$ cat src/hw/rtl/ccsc_pkg.sv
`timescale 1ns / 1ps
// ----------------------------------------------------------------------------
// Custom collation sort check package
// Shared types, request codes and helpers for the order checker.
// ----------------------------------------------------------------------------
package ccsc_pkg;

    localparam int CHAR_W           = 8;
    localparam int CHAR_NUM         = 256;
    localparam int RANK_W           = 6;
    localparam int COUNT_W          = 16;
    localparam int MAX_WORD_LEN_DEF = 64;
    localparam int ALPHABET_MAX_DEF = 32;

    localparam logic [RANK_W-1:0]  NOT_IN_ALPHABET = 6'd63;
    localparam logic [COUNT_W-1:0] COUNT_MAX       = 16'hFFFF;

    typedef enum logic [2:0] {
        REQ_START  = 3'd0,
        REQ_LETTER = 3'd1,
        REQ_CHAR   = 3'd2,
        REQ_EOW    = 3'd3,
        REQ_EOL    = 3'd4
    } t_req;

    typedef enum logic [1:0] {
        DEC_UNDECIDED    = 2'd0,
        DEC_IN_ORDER     = 2'd1,
        DEC_OUT_OF_ORDER = 2'd2
    } t_dec;

    typedef struct packed {
        logic [2:0]        req_type;
        logic [CHAR_W-1:0] char_code;
    } t_in_word;

    typedef struct packed {
        logic               list_sorted;
        logic [COUNT_W-1:0] words_seen;
    } t_out_word;

    // Control that travels with an item from the lookup stage to the judge stage.
    typedef struct packed {
        logic               valid;
        logic [2:0]         req;
        logic               take_char;
        logic               shorter;
        logic               have_prev;
        logic               rank_vld;
        logic [COUNT_W-1:0] count;
    } t_s1_ctl;

    // Only upper-case ASCII letters fold; every other byte stays distinct.
    function automatic logic [CHAR_W-1:0] fold_case(input logic [CHAR_W-1:0] c);
        logic [CHAR_W-1:0] f;
        f = c;
        if (c >= 8'h41 && c <= 8'h5A) begin
            f = c + 8'h20;
        end
        return f;
    endfunction

endpackage

$ cat src/hw/rtl/ccsc_ram.sv
`timescale 1ns / 1ps
// ----------------------------------------------------------------------------
// Generic RAM
// One write port, one read port, read data registered.
// ----------------------------------------------------------------------------
module ccsc_ram #(
    parameter int WIDTH = 8,
    parameter int DEPTH = 256
) (
    input  logic                     i_clk,
    input  logic                     i_we,
    input  logic [$clog2(DEPTH)-1:0] i_waddr,
    input  logic [WIDTH-1:0]         i_wdata,
    input  logic [$clog2(DEPTH)-1:0] i_raddr,
    output logic [WIDTH-1:0]         o_rdata
);

    logic [WIDTH-1:0] r_mem [DEPTH];
    logic [WIDTH-1:0] r_rdata;

    always_ff @(posedge i_clk) begin
        if (i_we) begin
            r_mem[i_waddr] <= i_wdata;
        end
        r_rdata <= r_mem[i_raddr];
    end

    assign o_rdata = r_rdata;

endmodule

$ cat src/hw/rtl/ccsc_front.sv
`timescale 1ns / 1ps
// ----------------------------------------------------------------------------
// Lookup stage
// Keeps the counters and rank valid bits, issues table and store reads.
// ----------------------------------------------------------------------------
module ccsc_front import ccsc_pkg::*; #(
    parameter int MAX_WORD_LEN = MAX_WORD_LEN_DEF,
    parameter int ALPHABET_MAX = ALPHABET_MAX_DEF
) (
    input  logic                                  i_clk,
    input  logic                                  i_rst_n,
    input  logic                                  i_accept,
    input  t_in_word                              i_in_word,
    input  logic                                  i_s1_hold,
    output logic                                  o_rank_we,
    output logic [CHAR_W-1:0]                     o_rank_waddr,
    output logic [RANK_W-1:0]                     o_rank_wdata,
    output logic [CHAR_W-1:0]                     o_rank_raddr,
    output logic [$clog2(2*MAX_WORD_LEN)-1:0]     o_ws_raddr,
    output logic [$clog2(2*MAX_WORD_LEN)-1:0]     o_ws_waddr,
    output t_s1_ctl                               o_s1
);

    localparam int LEN_W = $clog2(MAX_WORD_LEN + 1);
    localparam int AL_W  = $clog2(ALPHABET_MAX + 1);
    localparam int WS_AW = $clog2(2 * MAX_WORD_LEN);
    localparam logic [WS_AW-1:0] HALF    = WS_AW'(MAX_WORD_LEN);
    localparam logic [LEN_W-1:0] LEN_MAX = LEN_W'(MAX_WORD_LEN);
    localparam logic [AL_W-1:0]  AL_MAX  = AL_W'(ALPHABET_MAX);

    logic [LEN_W-1:0]    r_cur_len;
    logic [LEN_W-1:0]    r_prev_len;
    logic [AL_W-1:0]     r_alpha_len;
    logic                r_have_prev;
    logic                r_buf_sel;
    logic [COUNT_W-1:0]  r_count;
    logic [CHAR_NUM-1:0] r_rank_vld;
    t_s1_ctl             r_s1;
    logic [WS_AW-1:0]    r_ws_waddr;

    t_s1_ctl             n_s1;
    logic [WS_AW-1:0]    n_ws_waddr;
    logic [CHAR_W-1:0]   ch;
    logic [2:0]          req;
    logic                take_char;
    logic                shorter;
    logic                letter_ok;

    always_comb begin
        ch        = fold_case(i_in_word.char_code);
        req       = i_in_word.req_type;
        take_char = r_cur_len < LEN_MAX;
        shorter   = r_have_prev && (r_cur_len < r_prev_len);
        letter_ok = r_alpha_len < AL_MAX;

        n_ws_waddr = (r_buf_sel ? HALF : '0) + WS_AW'(r_cur_len);

        n_s1.valid     = i_accept;
        n_s1.req       = req;
        n_s1.take_char = take_char;
        n_s1.shorter   = shorter;
        n_s1.have_prev = r_have_prev;
        n_s1.rank_vld  = r_rank_vld[ch];
        n_s1.count     = r_count;
    end

    assign o_rank_we    = i_accept && (req == REQ_LETTER) && letter_ok;
    assign o_rank_waddr = ch;
    assign o_rank_wdata = RANK_W'(r_alpha_len);
    assign o_rank_raddr = ch;
    assign o_ws_raddr   = (r_buf_sel ? '0 : HALF) + WS_AW'(r_cur_len);
    assign o_ws_waddr   = r_ws_waddr;
    assign o_s1         = r_s1;

    always_ff @(posedge i_clk) begin
        if (!i_rst_n) begin
            r_cur_len   <= '0;
            r_prev_len  <= '0;
            r_alpha_len <= '0;
            r_have_prev <= 1'b0;
            r_buf_sel   <= 1'b0;
            r_count     <= '0;
            r_rank_vld  <= '0;
            r_s1        <= '0;
        end else begin
            if (i_accept) begin
                case (req)
                    REQ_START: begin
                        r_cur_len   <= '0;
                        r_prev_len  <= '0;
                        r_alpha_len <= '0;
                        r_have_prev <= 1'b0;
                        r_buf_sel   <= 1'b0;
                        r_count     <= '0;
                        r_rank_vld  <= '0;
                    end
                    REQ_LETTER: begin
                        if (letter_ok) begin
                            r_rank_vld[ch] <= 1'b1;
                            r_alpha_len    <= r_alpha_len + 1'b1;
                        end
                    end
                    REQ_CHAR: begin
                        if (take_char) begin
                            r_cur_len <= r_cur_len + 1'b1;
                        end
                    end
                    REQ_EOW: begin
                        r_prev_len  <= r_cur_len;
                        r_cur_len   <= '0;
                        r_buf_sel   <= !r_buf_sel;
                        r_have_prev <= 1'b1;
                        if (r_count != COUNT_MAX) begin
                            r_count <= r_count + 1'b1;
                        end
                    end
                    default: begin
                    end
                endcase
            end
            if (!i_s1_hold) begin
                r_s1 <= n_s1;
            end
        end
    end

    always_ff @(posedge i_clk) begin
        if (!i_s1_hold) begin
            r_ws_waddr <= n_ws_waddr;
        end
    end

    a_eow_clears_len: assert property (@(posedge i_clk) disable iff (!i_rst_n)
        i_accept && (i_in_word.req_type == REQ_EOW) |=> (r_cur_len == '0) && r_have_prev)
        else $error("word end did not restart the length");

    a_len_bound: assert property (@(posedge i_clk) disable iff (!i_rst_n)
        r_cur_len <= LEN_MAX)
        else $error("word length ran past the limit");

    a_start_clears: assert property (@(posedge i_clk) disable iff (!i_rst_n)
        i_accept && (i_in_word.req_type == REQ_START)
            |=> (r_rank_vld == '0) && (r_alpha_len == '0) && (r_count == '0))
        else $error("start of run left alphabet or count behind");

endmodule

$ cat src/hw/rtl/ccsc_judge.sv
`timescale 1ns / 1ps
// ----------------------------------------------------------------------------
// Judge stage
// Compares ranks, writes the current word back, keeps the verdict.
// ----------------------------------------------------------------------------
module ccsc_judge import ccsc_pkg::*; (
    input  logic              i_clk,
    input  logic              i_rst_n,
    input  t_s1_ctl           i_s1,
    input  logic [RANK_W-1:0] i_rank_rdata,
    input  logic [RANK_W-1:0] i_ws_rdata,
    input  logic              i_out_stall,
    output logic              o_ws_we,
    output logic [RANK_W-1:0] o_ws_wdata,
    output logic              o_s1_hold,
    output logic              o_out_valid,
    output t_out_word         o_out_word
);

    t_dec        r_dec;
    logic        r_all;
    logic        r_out_valid;
    t_out_word   r_out;

    t_dec        n_dec;
    logic        n_all;
    logic [RANK_W-1:0] rank;
    logic        is_eol;
    logic        eol_go;

    always_comb begin
        rank   = i_s1.rank_vld ? i_rank_rdata : NOT_IN_ALPHABET;
        is_eol = i_s1.valid && (i_s1.req == REQ_EOL);
        eol_go = is_eol && !(r_out_valid && i_out_stall);
        n_dec  = r_dec;
        n_all  = r_all;
        if (i_s1.valid) begin
            case (i_s1.req)
                REQ_START: begin
                    n_dec = DEC_UNDECIDED;
                    n_all = 1'b1;
                end
                REQ_CHAR: begin
                    if (i_s1.take_char && i_s1.shorter && (r_dec == DEC_UNDECIDED)) begin
                        if (i_ws_rdata < rank) begin
                            n_dec = DEC_IN_ORDER;
                        end else if (i_ws_rdata > rank) begin
                            n_dec = DEC_OUT_OF_ORDER;
                        end
                    end
                end
                REQ_EOW: begin
                    // A shorter word still tied with its predecessor sorts too late.
                    if (i_s1.have_prev) begin
                        if (r_dec == DEC_OUT_OF_ORDER ||
                            (r_dec == DEC_UNDECIDED && i_s1.shorter)) begin
                            n_all = 1'b0;
                        end
                    end
                    n_dec = DEC_UNDECIDED;
                end
                default: begin
                end
            endcase
        end
    end

    assign o_ws_we     = i_s1.valid && (i_s1.req == REQ_CHAR) && i_s1.take_char;
    assign o_ws_wdata  = rank;
    assign o_s1_hold   = is_eol && !eol_go;
    assign o_out_valid = r_out_valid;
    assign o_out_word  = r_out;

    always_ff @(posedge i_clk) begin
        if (!i_rst_n) begin
            r_dec       <= DEC_UNDECIDED;
            r_all       <= 1'b1;
            r_out_valid <= 1'b0;
        end else begin
            r_dec <= n_dec;
            r_all <= n_all;
            if (eol_go) begin
                r_out_valid <= 1'b1;
            end else if (!i_out_stall) begin
                r_out_valid <= 1'b0;
            end
        end
    end

    always_ff @(posedge i_clk) begin
        if (eol_go) begin
            r_out.list_sorted <= r_all;
            r_out.words_seen  <= i_s1.count;
        end
    end

    a_eol_delivers: assert property (@(posedge i_clk) disable iff (!i_rst_n)
        eol_go |=> r_out_valid && (r_out.words_seen == $past(i_s1.count)))
        else $error("end of list did not load the result register");

    a_dec_sticks: assert property (@(posedge i_clk) disable iff (!i_rst_n)
        (r_dec != DEC_UNDECIDED) &&
            !(i_s1.valid && (i_s1.req == REQ_EOW || i_s1.req == REQ_START))
            |=> r_dec == $past(r_dec))
        else $error("a decided pair changed its decision");

    a_verdict_sticks: assert property (@(posedge i_clk) disable iff (!i_rst_n)
        !r_all && !(i_s1.valid && (i_s1.req == REQ_START)) |=> !r_all)
        else $error("out-of-order verdict was lost");

endmodule

$ cat src/hw/rtl/custom_collation_sort_check_top.sv
`timescale 1ns / 1ps
// ----------------------------------------------------------------------------
// Custom collation sort check
// Checks that a stream of words is in non-decreasing order under a loaded,
// case-blind alphabet and reports the verdict and word count at list end.
// ----------------------------------------------------------------------------
//
//   Channel   Signals                               Direction   Carries
//   -------   -----------------------------------   ---------   -------------------
//   input     i_in_valid, o_in_stall, i_in_word     in          request and byte
//   output    o_out_valid, i_out_stall, o_out_word  out         verdict and count
//
// One request is taken every cycle while the input is not stalled. Each request
// passes two stages: the lookup stage issues the rank table read and the
// previous-word store read, and the judge stage compares the two ranks and
// writes the new rank back into the store. An end-of-list result is registered
// in the lookup stage and then loaded into the output register. Reset is
// synchronous and active low; the rank table needs no clearing pass because
// each of its 256 entries has a valid bit that reset clears. The input is
// stalled during reset and otherwise only while an end-of-list word waits in
// the judge stage behind a full, stalled output register.
module custom_collation_sort_check_top import ccsc_pkg::*; #(
    parameter int MAX_WORD_LEN = MAX_WORD_LEN_DEF,
    parameter int ALPHABET_MAX = ALPHABET_MAX_DEF
) (
    input  logic      i_clk,
    input  logic      i_rst_n,
    input  logic      i_in_valid,
    output logic      o_in_stall,
    input  t_in_word  i_in_word,
    output logic      o_out_valid,
    input  logic      i_out_stall,
    output t_out_word o_out_word
);

    localparam int WS_AW = $clog2(2 * MAX_WORD_LEN);

    // The hold freezes the input and the lookup stage register, so a waiting result
    // freezes the front of the pipe without losing anything in flight.
    logic              s1_hold;
    logic              accept;
    t_s1_ctl           s1;

    // Rank table: indexed by the folded byte, written by alphabet letters.
    logic              rank_we;
    logic [CHAR_W-1:0] rank_waddr;
    logic [RANK_W-1:0] rank_wdata;
    logic [CHAR_W-1:0] rank_raddr;
    logic [RANK_W-1:0] rank_rdata;

    // Word store: two halves, the current word and the previous word, which
    // swap roles at every word end.
    logic              ws_we;
    logic [WS_AW-1:0]  ws_waddr;
    logic [RANK_W-1:0] ws_wdata;
    logic [WS_AW-1:0]  ws_raddr;
    logic [RANK_W-1:0] ws_rdata;

    // Nothing is taken while reset is held.
    assign o_in_stall = s1_hold || !i_rst_n;
    assign accept     = i_in_valid && !o_in_stall;

    ccsc_front #(
        .MAX_WORD_LEN (MAX_WORD_LEN),
        .ALPHABET_MAX (ALPHABET_MAX)
    ) u_front (
        .i_clk        (i_clk),
        .i_rst_n      (i_rst_n),
        .i_accept     (accept),
        .i_in_word    (i_in_word),
        .i_s1_hold    (s1_hold),
        .o_rank_we    (rank_we),
        .o_rank_waddr (rank_waddr),
        .o_rank_wdata (rank_wdata),
        .o_rank_raddr (rank_raddr),
        .o_ws_raddr   (ws_raddr),
        .o_ws_waddr   (ws_waddr),
        .o_s1         (s1)
    );

    ccsc_ram #(
        .WIDTH (RANK_W),
        .DEPTH (CHAR_NUM)
    ) u_rank_ram (
        .i_clk   (i_clk),
        .i_we    (rank_we),
        .i_waddr (rank_waddr),
        .i_wdata (rank_wdata),
        .i_raddr (rank_raddr),
        .o_rdata (rank_rdata)
    );

    // A store write in the judge stage always lands before any later read
    // of the same half, so the store needs no forwarding path.
    ccsc_ram #(
        .WIDTH (RANK_W),
        .DEPTH (2 * MAX_WORD_LEN)
    ) u_word_ram (
        .i_clk   (i_clk),
        .i_we    (ws_we),
        .i_waddr (ws_waddr),
        .i_wdata (ws_wdata),
        .i_raddr (ws_raddr),
        .o_rdata (ws_rdata)
    );

    ccsc_judge u_judge (
        .i_clk        (i_clk),
        .i_rst_n      (i_rst_n),
        .i_s1         (s1),
        .i_rank_rdata (rank_rdata),
        .i_ws_rdata   (ws_rdata),
        .i_out_stall  (i_out_stall),
        .o_ws_we      (ws_we),
        .o_ws_wdata   (ws_wdata),
        .o_s1_hold    (s1_hold),
        .o_out_valid  (o_out_valid),
        .o_out_word   (o_out_word)
    );

endmodule
$ cat config.mk
export PLATFORM = sky130hd
export DESIGN_NAME = custom_collation_sort_check_top
export DESIGN_NICKNAME = d
export VERILOG_FILES = /design/src/hw/rtl/ccsc_pkg.sv /design/src/hw/rtl/ccsc_ram.sv /design/src/hw/rtl/ccsc_front.sv /design/src/hw/rtl/ccsc_judge.sv /design/src/hw/rtl/custom_collation_sort_check_top.sv
export SDC_FILE = /design/constraint.sdc
export NUM_CORES = 2
export LEC_CHECK = 0
export BUFFER_PORTS_ARGS = -buffer_cell sky130_fd_sc_hd__buf_2
export CAP_MARGIN = 0
export CORE_UTILIZATION = 50
export DETAILED_ROUTE_END_ITERATION = 8
export GPL_ROUTABILITY_DRIVEN = 0
export PLACE_DENSITY_LB_ADDON = 0.1
export SYNTH_ARGS = -nofsm -noshare
export SYNTH_HDL_FRONTEND = slang
export SYNTH_SLANG_ARGS = --single-unit
$ cat constraint.sdc
create_clock -name i_clk -period 8.8 [get_ports i_clk]
set_input_delay 1.32 -clock i_clk [delete_from_list [all_inputs] [get_ports i_clk]]
set_output_delay 1.32 -clock i_clk [all_outputs]
set_load 0.02 [all_outputs]
==> impl_metrics.toml <==
[timing]
slew_violations = 0
relSlewSlack = 0.0731
setup_viol = 0
clock_skew_ns = 0.0392
setup-tns-final_ns = 0
fmax_mhz = 188
worst_pin_slew_ns = 1.39
fin_crit_ns = 5.32
rsz0062_at_grt = "false"
hold_viol = 0
finalCritPeriodShare = 0.604

[grt]
grt_pass1_wl_um = 363000
track_usage = 0.239
grt_use_met2 = 0.363
grt_max_degree = 248
grt_pass1_vias = 51500
grt_util_met3 = 0.0439
grt.busiest_layer = "met2"
antenna_found_initial = 12
overflow = 0
grt_use_met1 = 0.356

[synthesis]
synth_area_per_cell_um2 = 19.6
yosysMostFrequentCell = "edfxtp_1"
syn_inst = 5255
yosys-mux-area-fraction = 0.175
synth_area_um2 = 103000
ys_top_cells_by_area = "edfxtp_1 68%, mux4_2 17%, dfxtp_1 6.5%"
synth-edff-count = 2328
synth_top_area_cell = "edfxtp_1"
netlist.area_leader.share = 0.678
synthXorXnorAreaFrac = 0.00153
ys_seq_area_frac = 0.742
synth_seq_cells = 2662
yosys_warnings = 0
synth_ff_type = "edfxtp_1"
synth_top_family_by_area = "multiplexers"
synth.distinct_cells = 62
synthTopCellsByCount = "2328 x edfxtp_1, 777 x mux4_2, 651 x nor2_1"
async_flop_share = 0
synth_adder_area_share = 0.00194
yosys.area_share.simple = 0.0385
synth_compound_area_frac = 0.0254

[route]
avgViaCountPerCell = 6.09
wire_per_inst_um = 29.4
drt_first_pass_iters = 7
vias = 51100
antenna_left = 0
wl_um = 247000
drc = 0
first_iter_violations = 5779

[clock_network]
hold_buffers = 0
clockBufferDepth = 4
path_clk_slew_ns = 0.06
cts_setup_buffers = 0
clock_sinks = 2662
clk_latency_ns = 0.94
cts_buffers = 292
cts_root_buf = "clkbuf_16"
cts_tree = "built"
htreeDepth = 5
cts.repair.resized = 0

[setup_path]
path_max_fanout = 41
crit_type = "in -> reg"
cp-end-kind = "flip-flop"
start_kind = "primary input"
ff2ff_setup_slack_ns = 3.95
worstPathArrival_ns = 5.84
worstPathRequired_ns = 9.32
rr_startpoint = "u_front.o_s1[21]$_SDFFE_PN0N_"
startpoint = "i_rst_n"

[final_layout]
nets = 5538
area_growth_pct = 12.2
drive_gt1_frac = 0.239
finalNonFillerCells = 8397

[power]
ir_drop_uv = 248
p_int_uw = 20700
swShare = 0.201
cellLeakagePower_uw = 0.0381
p_comb_frac = 0.024
p_clk_frac = 0.450
sequentialPowerShare = 0.527
power_density_nw_per_um2 = 224
p_switching_uw = 5210

[floorplan]
initial_utilization = 0.504
io-pin-count = 34
core_um2 = 205000
die_h_um = 456
die_w_um = 456
dieArea_um2 = 208000
num_rows = 166

[placed_design]
dp_hpwl_um = 145000
place_inst = 7901
port_buffers = 33

[min_path]
hp-start = "u_front.o_s1[3]$_SDFFE_PN0N_"
hold_class = "reg -> reg"

[run_status]
status = "completed"

[flow_run]
maxCapViolCount = 0
==> power groups by stage <==
stage	combinational (uW)	sequential, uW	clock (uW)
floorplan	404	13900	0
global placement	610	13900	0
detailed placement	615	13900	0
CTS	616	13600	11900
global route	648	13600	12300
finish	609	13600	11600
==> stage by stage <==
step	cell area [um^2]	utilization	hold slack, ns	setup WS, ns	power [uW]
final	116000	0.565	0.428	3.48	25900
after global routing	116000	0.565	0.451	3.36	26600
after CTS	116000	0.565	0.430	3.61	26100
after detailed placement	107000	0.522	0.416	2.65	14500
after global placement	107000	0.522	0.417	2.68	14500
after floorplan	104000	-	0.402	3.39	14300
==> worst max-delay path, stage by stage <==
cell and delay (ns):
buf_2 0.55, o2111ai_1 0.44, a211oi_2 0.40, buf_4 0.27, nand2_1 0.17, nor2_1 1.08
nand2_1 0.88, nor2_1 0.69
==> area by class of cell <==
type / count / area (um^2)
antenna: 4 / 10.0
clock buffer: 368 / 7810
clock inverter: 124 / 1140
fill: 15300 / 89000
inverter: 22 / 90.1
multi-input combinational: 2407 / 25700
sequential: 2662 / 76600
tap: 2688 / 3360
timing repair buffer: 122 / 1040
==> layer usage <==
metal | wire length, um | part of all wire
met5 | 47 | 0.00019
met4 | 6230 | 0.025
met3 | 18100 | 0.073
met2 | 115000 | 0.47
met1 | 107000 | 0.43
==> placed cells by master (no fill, tap or decap), drive strengths merged, types with 13 or more instances in the layout <==
cell / netlist / layout
a211oi: 16 / 16
a21boi: 24 / 24
a21oi: 269 / 269
a22oi: 53 / 53
and2: 35 / 35
buf: 157 / 122
bufinv: 0 / 21
clkbuf: 162 / 368
clkinv: 1 / 92
conb: 1 / 156
dfxtp: 334 / 334
edfxtp: 2328 / 2328
ha: 16 / 16
inv: 21 / 26
mux2: 30 / 30
mux2i: 19 / 19
mux4: 777 / 777
nand2: 116 / 116
nand2b: 16 / 16
nand3: 25 / 25
nand4: 13 / 13
nor2: 652 / 652
nor2b: 34 / 34
nor3: 18 / 18
o21ai: 31 / 31
==> path summary, 6_finish.rpt <==
path                                                           end  depth (start not counted)
worst max register to register  u_rank_ram.r_mem[229][1]$_DFFE_PP_                          8
worst min register to register     u_judge.o_out_word[3]$_DFFE_PP_                          0
worst max-delay path            u_rank_ram.r_mem[229][1]$_DFFE_PP_                          8
worst min-delay path               u_judge.o_out_word[3]$_DFFE_PP_                          0
==> kinds of logic (layout without fill, tap and decap cells) <==
logic type | count (synthesis) | in the layout
flops | 2662 | 2662
buf+inv | 341 | 636
fa+ha+maj | 16 | 16
xor+xnor | 18 | 18
mux | 826 | 826
simple gates | 943 | 943
other cells | 1 | 160
compound gates | 448 | 448
==> registers in the layout, indices dropped and copies added (netlist names) <==
register and flops:
u_front.o_rank_wdata 6, u_front.o_s1 24, u_front.o_ws_waddr 7, u_front.r_buf_sel 1, u_front.r_count 16, u_front.r_cur_len 7, u_front.r_have_prev 1, u_front.r_prev_len 7
u_front.r_rank_vld 256, u_judge.o_out_valid 1, u_judge.o_out_word 17, u_judge.r_all 1, u_judge.r_dec 2, u_rank_ram.o_rdata 6, u_rank_ram.r_mem 1536, u_word_ram.o_rdata 6
u_word_ram.r_mem 768
Note: power is estimated with default switching activity, not from simulation.
